`config.mk`:
```
export PLATFORM = sky130hd
export DESIGN_NAME = acet_pair_eval
export DESIGN_NICKNAME = d
export VERILOG_FILES = /design/src/rtl/core/acet_pkg.sv /design/src/rtl/core/acet_pair_eval.sv
export SDC_FILE = /design/constraint.sdc
export NUM_CORES = 1
export LEC_CHECK = 0
export ABC_AREA = 1
export BUFFER_PORTS_ARGS = -buffer_cell sky130_fd_sc_hd__buf_2
export CAP_MARGIN = 20
export CORE_MARGIN = 2
export CORE_UTILIZATION = 53
export DETAILED_ROUTE_END_ITERATION = 8
export PLACE_DENSITY = 0.89
export SLEW_MARGIN = 10
export SYNTH_ARGS = -nofsm -noshare
export SYNTH_HDL_FRONTEND = slang
export SYNTH_SLANG_ARGS = --single-unit
export TNS_END_PERCENT = 1
```
`constraint.sdc`:
```
create_clock -name vclk -period 5.5
set_input_delay 1.1 -clock vclk [all_inputs]
set_output_delay 1.1 -clock vclk [all_outputs]
set_load 0.05 [all_outputs]
```
`src/rtl/core/acet_pkg.sv`:
```
// acet_pkg: types and constants for the contact event tracker.
// Item and result structs, event codes, internal evaluation struct.
// No dependencies.
package acet_pkg;

	localparam int ID_W    = 6;
	localparam int LAYER_W = 3;
	localparam int POS_W   = 16;
	localparam int SIZE_W  = 16;
	localparam int MASK_W  = 64;

	typedef enum logic [1:0] {
		EV_NONE  = 2'd0,
		EV_BEGIN = 2'd1,
		EV_STAY  = 2'd2,
		EV_END   = 2'd3
	} acet_event_t;

	typedef struct packed {
		logic [ID_W-1:0]           left_id;
		logic [ID_W-1:0]           right_id;
		logic [LAYER_W-1:0]        left_layer;
		logic [LAYER_W-1:0]        right_layer;
		logic signed [POS_W-1:0]   left_x;
		logic signed [POS_W-1:0]   left_y;
		logic signed [POS_W-1:0]   right_x;
		logic signed [POS_W-1:0]   right_y;
		logic [SIZE_W-1:0]         left_width;
		logic [SIZE_W-1:0]         left_height;
		logic [SIZE_W-1:0]         right_width;
		logic [SIZE_W-1:0]         right_height;
	} acet_pair_t;

	typedef struct packed {
		logic [1:0] contact_event;
		logic       touching_now;
	} acet_result_t;

	typedef struct packed {
		logic enabled;
		logic overlap;
	} acet_eval_t;

endpackage

```
`src/rtl/core/acet_pair_eval.sv`:
```
// acet_pair_eval: layer mask lookup and exact box overlap test for one pair.
// Depends on acet_pkg.
module acet_pair_eval #(
	parameter int NUM_LAYERS = 8
) (
	input  acet_pkg::acet_pair_t          pair,
	input  logic [acet_pkg::MASK_W-1:0]   mask,
	output acet_pkg::acet_eval_t          ev
);

	logic [acet_pkg::LAYER_W-1:0] row;
	logic [acet_pkg::LAYER_W-1:0] col;
	logic                         layers_ok;
	logic signed [acet_pkg::POS_W:0] dx;
	logic signed [acet_pkg::POS_W:0] dy;
	logic [acet_pkg::POS_W-1:0]   adx;
	logic [acet_pkg::POS_W-1:0]   ady;
	logic [acet_pkg::SIZE_W:0]    sw;
	logic [acet_pkg::SIZE_W:0]    sh;

	always_comb begin
		layers_ok = ({1'b0, pair.left_layer} < (acet_pkg::LAYER_W+1)'(NUM_LAYERS))
			&& ({1'b0, pair.right_layer} < (acet_pkg::LAYER_W+1)'(NUM_LAYERS));
		if (pair.right_layer < pair.left_layer) begin
			row = pair.right_layer;
			col = pair.left_layer;
		end else begin
			row = pair.left_layer;
			col = pair.right_layer;
		end
		ev.enabled = layers_ok && mask[{row, col}];

		dx  = {pair.left_x[acet_pkg::POS_W-1], pair.left_x}
			- {pair.right_x[acet_pkg::POS_W-1], pair.right_x};
		dy  = {pair.left_y[acet_pkg::POS_W-1], pair.left_y}
			- {pair.right_y[acet_pkg::POS_W-1], pair.right_y};
		adx = dx[acet_pkg::POS_W] ? acet_pkg::POS_W'(-dx) : dx[acet_pkg::POS_W-1:0];
		ady = dy[acet_pkg::POS_W] ? acet_pkg::POS_W'(-dy) : dy[acet_pkg::POS_W-1:0];
		sw  = {1'b0, pair.left_width} + {1'b0, pair.right_width};
		sh  = {1'b0, pair.left_height} + {1'b0, pair.right_height};
		ev.overlap = ({adx, 1'b0} <= sw) && ({ady, 1'b0} <= sh);
	end

endmodule

```
-- Word-level counts from Yosys, hierarchy flattened
Index checks and enable logic that the tools add are counted.
- bits in registers: 0
- latch bits: 0
- memory bits (writable): 0
- memory bits (read-only): 0
- input bits: 210
- word-level logic and storage cells: 17
- memories: 0
- $add $sub $neg: 6
- multiply operators: 0
- div/mod/pow operators: 0
- magnitude comparators: 4
- equality and inequality tests: 0
- shift-type cells: 0
- muxes and demuxes: 6
- bitwise gates (word level): 0
- reductions and logical operators: 1
- operators with widths (operator ; number):
    adder 16 x 16 -> 17 bit ; 2
    less-or-equal comparator 17 bit ; 2
    subtractor 16 x 16 -> 17 bit ; 2
    2-to-1 mux 16 bit ; 2
    negation 16 bit ; 2
    < comparator 6 x 7 -> 1 bit (second input constant) ; 1
    binary-select mux 1 bit (select 6 bit) ; 1
    2-to-1 mux 3 bit ; 2
    < comparator 3 bit ; 1
    logical AND 1 bit ; 1
    2-to-1 mux 1 bit ; 1

-- Longest topological paths before layout
Gate-level depths: netlist of run 1.
- depth in word-level cells: 5
- gate-level depth with buffers: 29

-- Worst setup path after synthesis of run 1
OpenSTA, ideal clock, no wires.
- path type: input port to output port
- from: in pair[96] in the netlist's numbering
- to: out ev[0] in the netlist's numbering
- arrival time: 4176 ps
- slack: 224 ps
- stages: 22
- cells stage by stage: inv_1 > ha_1 > fa_1 > inv_1 > nand3_1 > nand2_1 > nand2_1 > nand2_2 > xor2_2 > nand2_1 > nor2_2 > nand2_1 > nand2_2 > nand3_1 > nand2_1 > inv_1 > ha_1 > nand2_1 > or3_1 > o41ai_1 > nand2_1 > inv_1
- RTL lines (what ; RTL line ; text):
    start, declared ; acet_pair_eval.sv:6 ; input acet_pkg::acet_pair_t pair,
    end, declared ; acet_pair_eval.sv:8 ; output acet_pkg::acet_eval_t ev

==> impl_metrics.json, run 1 <==
{
  "status": "finished with violations",
  "violations": "negative setup slack",
  "regArea_um2": 0,
  "grt_remaining_overflow": 0,
  "post-route-period-util_pct": 100,
  "syn_area_um2": 5850,
  "grt_start_max_net_pins": 29,
  "period_needed_ns": 5.51,
  "dpl.cell_count": 1438,
  "multi_input_area_um2": 5300,
  "num_vias": 7391,
  "drc_errors": 0,
  "wire_per_inst_um": 11.1,
  "dieArea_um2": 11900,
  "syn2layout_area_growth_pct": 32.6,
  "grt_usage_pct": 24.3,
  "layout_setup_ws_ns": -0.00757,
  "grt_pass1_vias": 6337,
  "syn_inst": 1063,
  "dr.first_iter.drc_count": 529,
  "antenna_found_initial": 1,
  "ir_drop_v": 0.000122,
  "power.leakage_nw": 4.69,
  "cp-end-kind": "primary output",
  "fp.dieH_um": 109,
  "nFlopsAndLatches": 0,
  "synth_top_cell_area_share_pct": 21.8,
  "critPathKind": "input port to primary output",
  "drt-total-wl_um": 16100,
  "fin_nets": 1629,
  "synth-warning-count": 0,
  "fmax_ghz": 0.182,
  "insertedDiodeCount": 0,
  "cp.arrival_ns": 4.41,
  "pre_cts_ws_ns": -0.257,
  "fp.coreArea_um2": 10800,
  "gp_congestion": 0.960,
  "rows": 38,
  "ys_seq_area_share_pct": 0,
  "postSynthNetCount": 1379,
  "rsz0062_at_grt": "true",
  "clock_buffers": 0,
  "whs_ns": 2.91,
  "die_x_um": 109,
  "io_buffers": 200,
  "final_area_um2": 7750,
  "post_dp_cell_area_um2": 7310,
  "cap_violations": 0,
  "worstPathRequired_ns": 4.40,
  "firstDrtPassIters": 5,
  "synth.most_common_cell": "nand2_1",
  "hold_viol_final": 0,
  "ctsHoldBuffers": 0,
  "crit_fanout": 3,
  "ys_top_cells_by_count": "nand2_1, inv_1, nand3_1",
  "io_pins": 212,
  "syn_area_per_cell_um2": 5.50,
  "viasPerCell": 5.09,
  "ant_nets": 0,
  "yosysTopAreaCell": "ha_1",
  "dp_hpwl_um": 13400,
  "start_util_pct": 54.2,
  "drive_gt1_share_pct": 27.6,
  "fin_cells": 1451,
  "p_per_area_nw_per_um2": 163,
  "ys_types": 39,
  "slew_violations": 0,
  "nFillCells": 928,
  "setup_violations": 1,
  "grt_pass1_wl_um": 24700,
  "power_mw": 1.26,
  "yosys-top-cells-area": "ha_1, nand2_1, inv_1, nand3_1, a21oi_1",
  "max-slew-margin-rel_pct": 39.3,
  "worst_pin_slew_ns": 0.908,
  "worst_setup_path_start_kind": "input port",
  "hp-class": "input port to primary output"
}
==> final cells by class <==
type               instances  share of cell area (%)
multi-input cells        842                    68.4
repair buffers           259                    19.2
inverters                210                    10.2
well taps                140                    2.26
==> per-stage QoR <==
step	TNS, ns	util [%]
global placement	-0.154	67.7
detailed placement	-0.257	67.7
CTS	0	68.4
global route	-0.206	71.8
floorplan	0	-
finish	-0.00757	71.8
==> cell usage in the layout, fill, tap and decap left out, types with 9 or more instances in the layout <==
| master | n |
|---|---|
| nand3_2 | 13 |
| nand3_1 | 103 |
| a21oi_1 | 62 |
| nand4_1 | 9 |
| nand2_1 | 323 |
| xor2_1 | 25 |
| buf_4 | 56 |
| nor2_1 | 53 |
| buf_2 | 197 |
| inv_2 | 9 |
| ha_1 | 91 |
| inv_1 | 200 |
| o21ai_0 | 22 |
| xnor2_1 | 24 |
| nand2_2 | 27 |
==> critical path, stage by stage <==
cell     delay, ns
buf_6         0.07
inv_4         0.03
ha_4          0.15
fa_2          0.58
ha_4          0.14
inv_2         0.03
nor2_1        0.07
nand2_1       0.07
nor2_1        0.12
nand2_1       0.08
nor2_2        0.19
nand2_2       0.10
buf_4         0.14
a21o_1        0.14
nand2_1       0.06
inv_1         0.05
ha_1          0.27
nand2_1       0.08
or3_1         0.38
o41ai_2       0.21
nand2_1       0.11
inv_2         0.08
buf_8         0.14
==> where the power goes <==
part / total [mW] / internal [mW] / switching, mW
Clock: 0 / 0 / 0
Combinational: 1.26 / 0.550 / 0.710
Sequential: 0 / 0 / 0
==> kinds of logic (layout without fill, tap and decap cells) <==
| group | count (synthesis) | in the layout | synth area share (%) |
|---|---|---|---|
| buf+inv | 222 | 469 | 14.8 |
| xor+xnor | 59 | 59 | 9.61 |
| compound gates | 111 | 111 | 10.8 |
| fa+ha+maj | 106 | 106 | 23.2 |
| simple gates | 565 | 566 | 41.6 |
==> timing repair <==
| item | CTS | global route |
|---|---|---|
| pin swaps | 8 | 43 |
| gates cloned | 0 | 1 |
| resized for setup | 16 | 63 |
| setup endpoints to repair | 1 | 1 |
| endpoints found under the hold margin | 0 | 0 |
| buffers inserted | 2 | 10 |
==> metal layers <==
metal  routed length, um  GRT usage, %  vias up
li1                    -             -     3864
met1                6490          28.3     3254
met2                8490          48.3      241
met3                 865          1.97       30
met4                 207          3.57        2
met5                  13             0        -
==> worst paths after layout <==
kind     start     to  cells past startpoint
min    pair[0]  ev[0]                      8
max   pair[96]  ev[0]                     23
Note: power is estimated with default switching activity, not from simulation.
==> run 2, diff against run 1 <==
Settings changed: ABC_AREA 1 to 0, CORE_ASPECT_RATIO set to 0.8, CORE_UTILIZATION 53 to 52.
==> run 2 against run 1 <==
Against the previous run: the run still ends with negative setup slack left; first-iteration DRC count decreased by 38%; setup slack got worse by 0.54 ns; core utilization increased by 2.8 points; design area decreased by 7.1%; routed wire length decreased by 0.97%; non-clock buffer count increased by 48; maximum frequency decreased by 8.9%; largest cell class unchanged.
==> impl_metrics.json, run 2 <==
{
  "status": "finished with violations",
  "violations": "negative setup slack",
  "crit_fanout": 4,
  "syn_area_per_cell_um2": 7.13,
  "viasPerCell": 5.58,
  "synth_top_cell_area_share_pct": 24.8,
  "yosys-top-cells-area": "ha_1, a21oi_1, xor2_1, xnor2_1, nor2_1",
  "fin_nets": 1334,
  "dieArea_um2": 10700,
  "postSynthNetCount": 1037,
  "ir_drop_v": 0.0000931,
  "io_buffers": 200,
  "slew_violations": 0,
  "fp.dieH_um": 93.0,
  "hp-class": "input port to primary output",
  "nFlopsAndLatches": 0,
  "fin_cells": 1154,
  "worstPathRequired_ns": 4.40,
  "die_x_um": 115,
  "antenna_found_initial": 2,
  "critPathKind": "input port to primary output",
  "start_util_pct": 53.3,
  "rsz0062_at_grt": "true",
  "firstDrtPassIters": 5,
  "synth-warning-count": 0,
  "grt_pass1_vias": 6237,
  "gp_congestion": 0.893,
  "grt_pass1_wl_um": 26100,
  "power.leakage_nw": 3.80,
  "wire_per_inst_um": 13.8,
  "rows": 32,
  "drt-total-wl_um": 15900,
  "layout_setup_ws_ns": -0.544,
  "cp-end-kind": "primary output",
  "ant_nets": 0,
  "ys_seq_area_share_pct": 0,
  "cap_violations": 0,
  "syn_area_um2": 5140,
  "final_cell_mix": "buf_2, buf_4, ha_1",
  "nFillCells": 693,
  "cp.arrival_ns": 4.94,
  "grt_remaining_overflow": 0,
  "grt_usage_pct": 28.6,
  "syn_inst": 721,
  "drc_errors": 0,
  "syn2layout_area_growth_pct": 40.0,
  "num_vias": 6443,
  "clock_buffers": 0,
  "fin_util_pct": 74.6,
  "yosysTopAreaCell": "ha_1",
  "worst_setup_path_start_kind": "input port",
  "period_needed_ns": 6.04,
  "ys_types": 79,
  "fp.coreArea_um2": 9650,
  "hold_viol_final": 0,
  "worst_pin_slew_ns": 0.499,
  "grt_start_max_net_pins": 23,
  "dr.first_iter.drc_count": 327,
  "dp_hpwl_um": 13700,
  "setup_violations": 1,
  "ys_top_cells_by_count": "ha_1, nor2_1, a21oi_1",
  "regArea_um2": 0,
  "io_pins": 212,
  "fmax_ghz": 0.165,
  "drive_gt1_share_pct": 35.6,
  "synth.most_common_cell": "ha_1",
  "post-route-period-util_pct": 110,
  "dpl.cell_count": 1148,
  "max-slew-margin-rel_pct": 66.8,
  "final_common_cell": "buf_2",
  "p_per_area_nw_per_um2": 163
}
-- run 2: changes by cell type after synthesis, moves of 11 or more --
cell      change
a31oi_1      +11
nand2_1     -298
nor2_1       +17
nand2_2      -17
inv_1       -151
nand2b_1     +12
nor2b_1      +12
nand3_1     -100
nor3_1       +13
o21a_1       +22
a21o_1       +22
a211oi_1     +12
-- run 2: layer usage --
| metal | track usage (%) | routed length, um | vias to the layer above |
|---|---|---|---|
| li1 | - | - | 3255 |
| met1 | 35.0 | 6900 | 2876 |
| met2 | 52.2 | 7490 | 258 |
| met3 | 2.49 | 888 | 54 |
| met4 | 9.44 | 634 | 0 |
| met5 | 0 | 0 | - |
-- run 2: logic make-up after synthesis --
kind of cell	synth area share, %
AOI/OAI and AO/OA	31.0
buffers and inverters	5.55
and+or+nand+nor	22.4
adders and majority gates	26.4
muxes	2.26
xor gates and xnor gates	12.4
-- run 2: power breakdown --
part	internal, mW	switching [mW]	total, mW	leakage [nW]
registers	0	0	0	0
logic	0.583	0.589	1.17	3.80
clock network	0.0000000486	0	0.0000000486	0.0000127
-- run 2: cell type report --
cell class / count / area, um2 / area share [%]
antenna: 2 / 5.00 / 0.0695
inverter: 57 / 216 / 3.01
multi-input combinational: 652 / 4980 / 69.1
tap: 136 / 170 / 2.36
timing repair buffer: 307 / 1840 / 25.5
-- run 2: what timing repair did --
action / 4_1_cts / 5_1_grt
cloned: 0 / 0
pin swaps: 19 / 6
setup buffers: 2 / 2
setup endpoints to repair: 1 / 1
hold buffers: 0 / 0
resized for setup: 14 / 8
-- run 2: per-stage QoR --
stage	worst slack, ns	area [um2]	power, mW	TNS (ns)	hold slack, ns
finish	-0.544	7200	1.17	-0.544	2.81
global route	-0.800	7200	1.30	-0.800	2.85
CTS	-0.512	7150	1.14	-0.512	2.82
detailed placement	-0.737	7080	1.11	-0.737	2.85
global placement	-0.571	7080	1.06	-0.571	2.84
floorplan	-0.398	5200	0.725	-0.398	2.60
-- run 2: critical path, stage by stage --
cell	delay, ns
buf_2	0.07
inv_1	0.03
ha_1	0.29
nor2b_2	0.16
o31a_1	0.36
buf_4	0.16
o21a_1	0.17
nor2_1	0.12
xnor2_1	0.11
or4b_4	0.55
nor3_4	0.18
a31oi_2	0.11
xor2_1	0.18
ha_1	0.29
a21o_1	0.18
a21o_1	0.14
a21oi_1	0.12
o21ai_1	0.10
a21o_1	0.17
a22oi_2	0.16
buf_6	0.19
-- run 2: final timing paths --
check / from / endpoint / slack [ns] / cells past startpoint
max: pair[82] / ev[0] / -0.54 / 21
min: pair[48] / ev[0] / 2.81 / 6
==> run 3, diff against run 2 <==
Settings changed: CORE_ASPECT_RATIO 0.8 to not set.
==> run 3 against run 2 <==
Against the previous run: the run still ends with negative setup slack left; flip-flop and latch count stayed put; global-route usage is 0.97 points lower; worst hold slack worse by 0.019 ns; design area is 0.16% higher; sequential share of layout area stayed put; largest power group unchanged; via count hardly changed; die area hardly changed.
==> impl_metrics.json, run 3 (synthesized netlist as in run 2, its figures left out) <==
{
  "die_x_um": 103,
  "max-slew-margin-rel_pct": 65.0,
  "drc_errors": 0,
  "rows": 36,
  "firstDrtPassIters": 4,
  "path_cells": "buf_2 > inv_1 > ha_4 > fa_2 > nor2b_2 > o31a_1 > o2111ai_2 > a311oi_2 > buf_4 > buf_4 > nor2_1 > nor4_1 > a21oi_1 > xnor2_1 > ha_1 > a21o_1 > a21oi_2 > o21ai_2 > a21o_1 > a22oi_2 > buf_6",
  "syn2layout_area_growth_pct": 40.3,
  "drive_gt1_share_pct": 35.4,
  "layout_setup_ws_ns": -0.619,
  "grt_pass1_vias": 6126,
  "insertedDiodeCount": 0,
  "fmax_ghz": 0.163,
  "fp.dieH_um": 103,
  "worstPathRequired_ns": 4.40,
  "wire_per_inst_um": 13.4,
  "num_vias": 6437,
  "worst_setup_path_start_kind": "input port",
  "ant_nets": 0,
  "io_pins": 212,
  "cap_violations": 0,
  "grt_usage_pct": 27.6,
  "worst_pin_slew_ns": 0.511,
  "final_common_cell": "buf_2",
  "hold_viol_final": 0,
  "dieArea_um2": 10700,
  "critPathKind": "input port to primary output",
  "start_util_pct": 53.1,
  "grt_remaining_overflow": 0,
  "setup_tns_ns": -0.619,
  "dpl.cell_count": 1144,
  "nFlopsAndLatches": 0,
  "fp.coreArea_um2": 9680,
  "regArea_um2": 0,
  "dp_hpwl_um": 13200,
  "hp-class": "input port to primary output",
  "cp_slowest_cell": "nor4_1",
  "status": "finished with violations",
  "drt-total-wl_um": 15500,
  "grt_pass1_wl_um": 24800,
  "slowest_delay_ns": 0.41,
  "final_area_um2": 7210,
  "post_dp_cell_area_um2": 7070,
  "fin_nets": 1336,
  "nFillCells": 706,
  "viasPerCell": 5.59,
  "p_per_area_nw_per_um2": 163,
  "clock_buffers": 0,
  "crit_fanout": 4,
  "violations": "negative setup slack",
  "power_mw": 1.18,
  "power.leakage_nw": 3.83,
  "grt_start_max_net_pins": 25,
  "setup_violations": 1,
  "rsz0062_at_grt": "true",
  "post-route-period-util_pct": 111,
  "final_cell_mix": "buf_2, buf_4, ha_1",
  "io_buffers": 200,
  "fin_cells": 1151,
  "period_needed_ns": 6.12,
  "slew_violations": 0,
  "ctsHoldBuffers": 0,
  "dr.first_iter.drc_count": 193,
  "antenna_found_initial": 0,
  "cp.arrival_ns": 5.02,
  "cp-end-kind": "primary output",
  "gp_congestion": 0.914,
  "ir_drop_v": 0.000166
}
[run 3: layer usage]
layer / GRT usage (%) / vias up / part of all wire [%]
li1: - / 3260 / -
met1: 31.1 / 2933 / 42
met2: 52.6 / 203 / 50
met3: 3.56 / 41 / 4.8
met4: 10.0 / 0 / 2.6
met5: 0 / - / 0
[run 3: final timing paths]
check	startpoint	endpoint	slack, ns	depth (start not counted)
min	pair[32]	ev[0]	2.79	6
max	pair[112]	ev[0]	-0.62	21
[run 3: cell type report]
type | instances | area, um2 | area share, %
timing repair buffer | 309 | 1850 | 25.6
tap | 133 | 166 | 2.31
inverter | 57 | 214 | 2.97
multi-input combinational | 652 | 4990 | 69.1
[run 3: metrics by stage]
stage	setup slack, ns	hold WS, ns	utilization [%]
floorplan	-0.398	2.60	-
global placement	-0.639	2.83	73.0
detailed placement	-0.722	2.82	73.0
CTS	-0.493	2.79	73.8
global route	-0.801	2.84	74.5
finish	-0.619	2.79	74.5
[run 3: repair_timing]
| action | in CTS | in global routing |
|---|---|---|
| endpoints found under the setup margin | 1 | 2 |
| setup buffers | 2 | 5 |
| pin swaps | 11 | 10 |
| gates resized for setup | 12 | 9 |
[run 3: report_power, final]
part / switching, mW / internal [mW] / leakage, nW
Combinational: 0.596 / 0.583 / 3.83
Clock: 0 / 0 / 0
Sequential: 0 / 0 / 0
Total: 0.596 / 0.583 / 3.83
[run 3: worst max-delay path: cells and delay by family]
| kind | cells | cell delay (ns) |
|---|---|---|
| compound gates | 9 | 1.76 |
| simple gates | 3 | 0.58 |
| fa+ha+maj | 3 | 0.82 |
| buf+inv | 5 | 0.57 |
| xor+xnor | 1 | 0.16 |
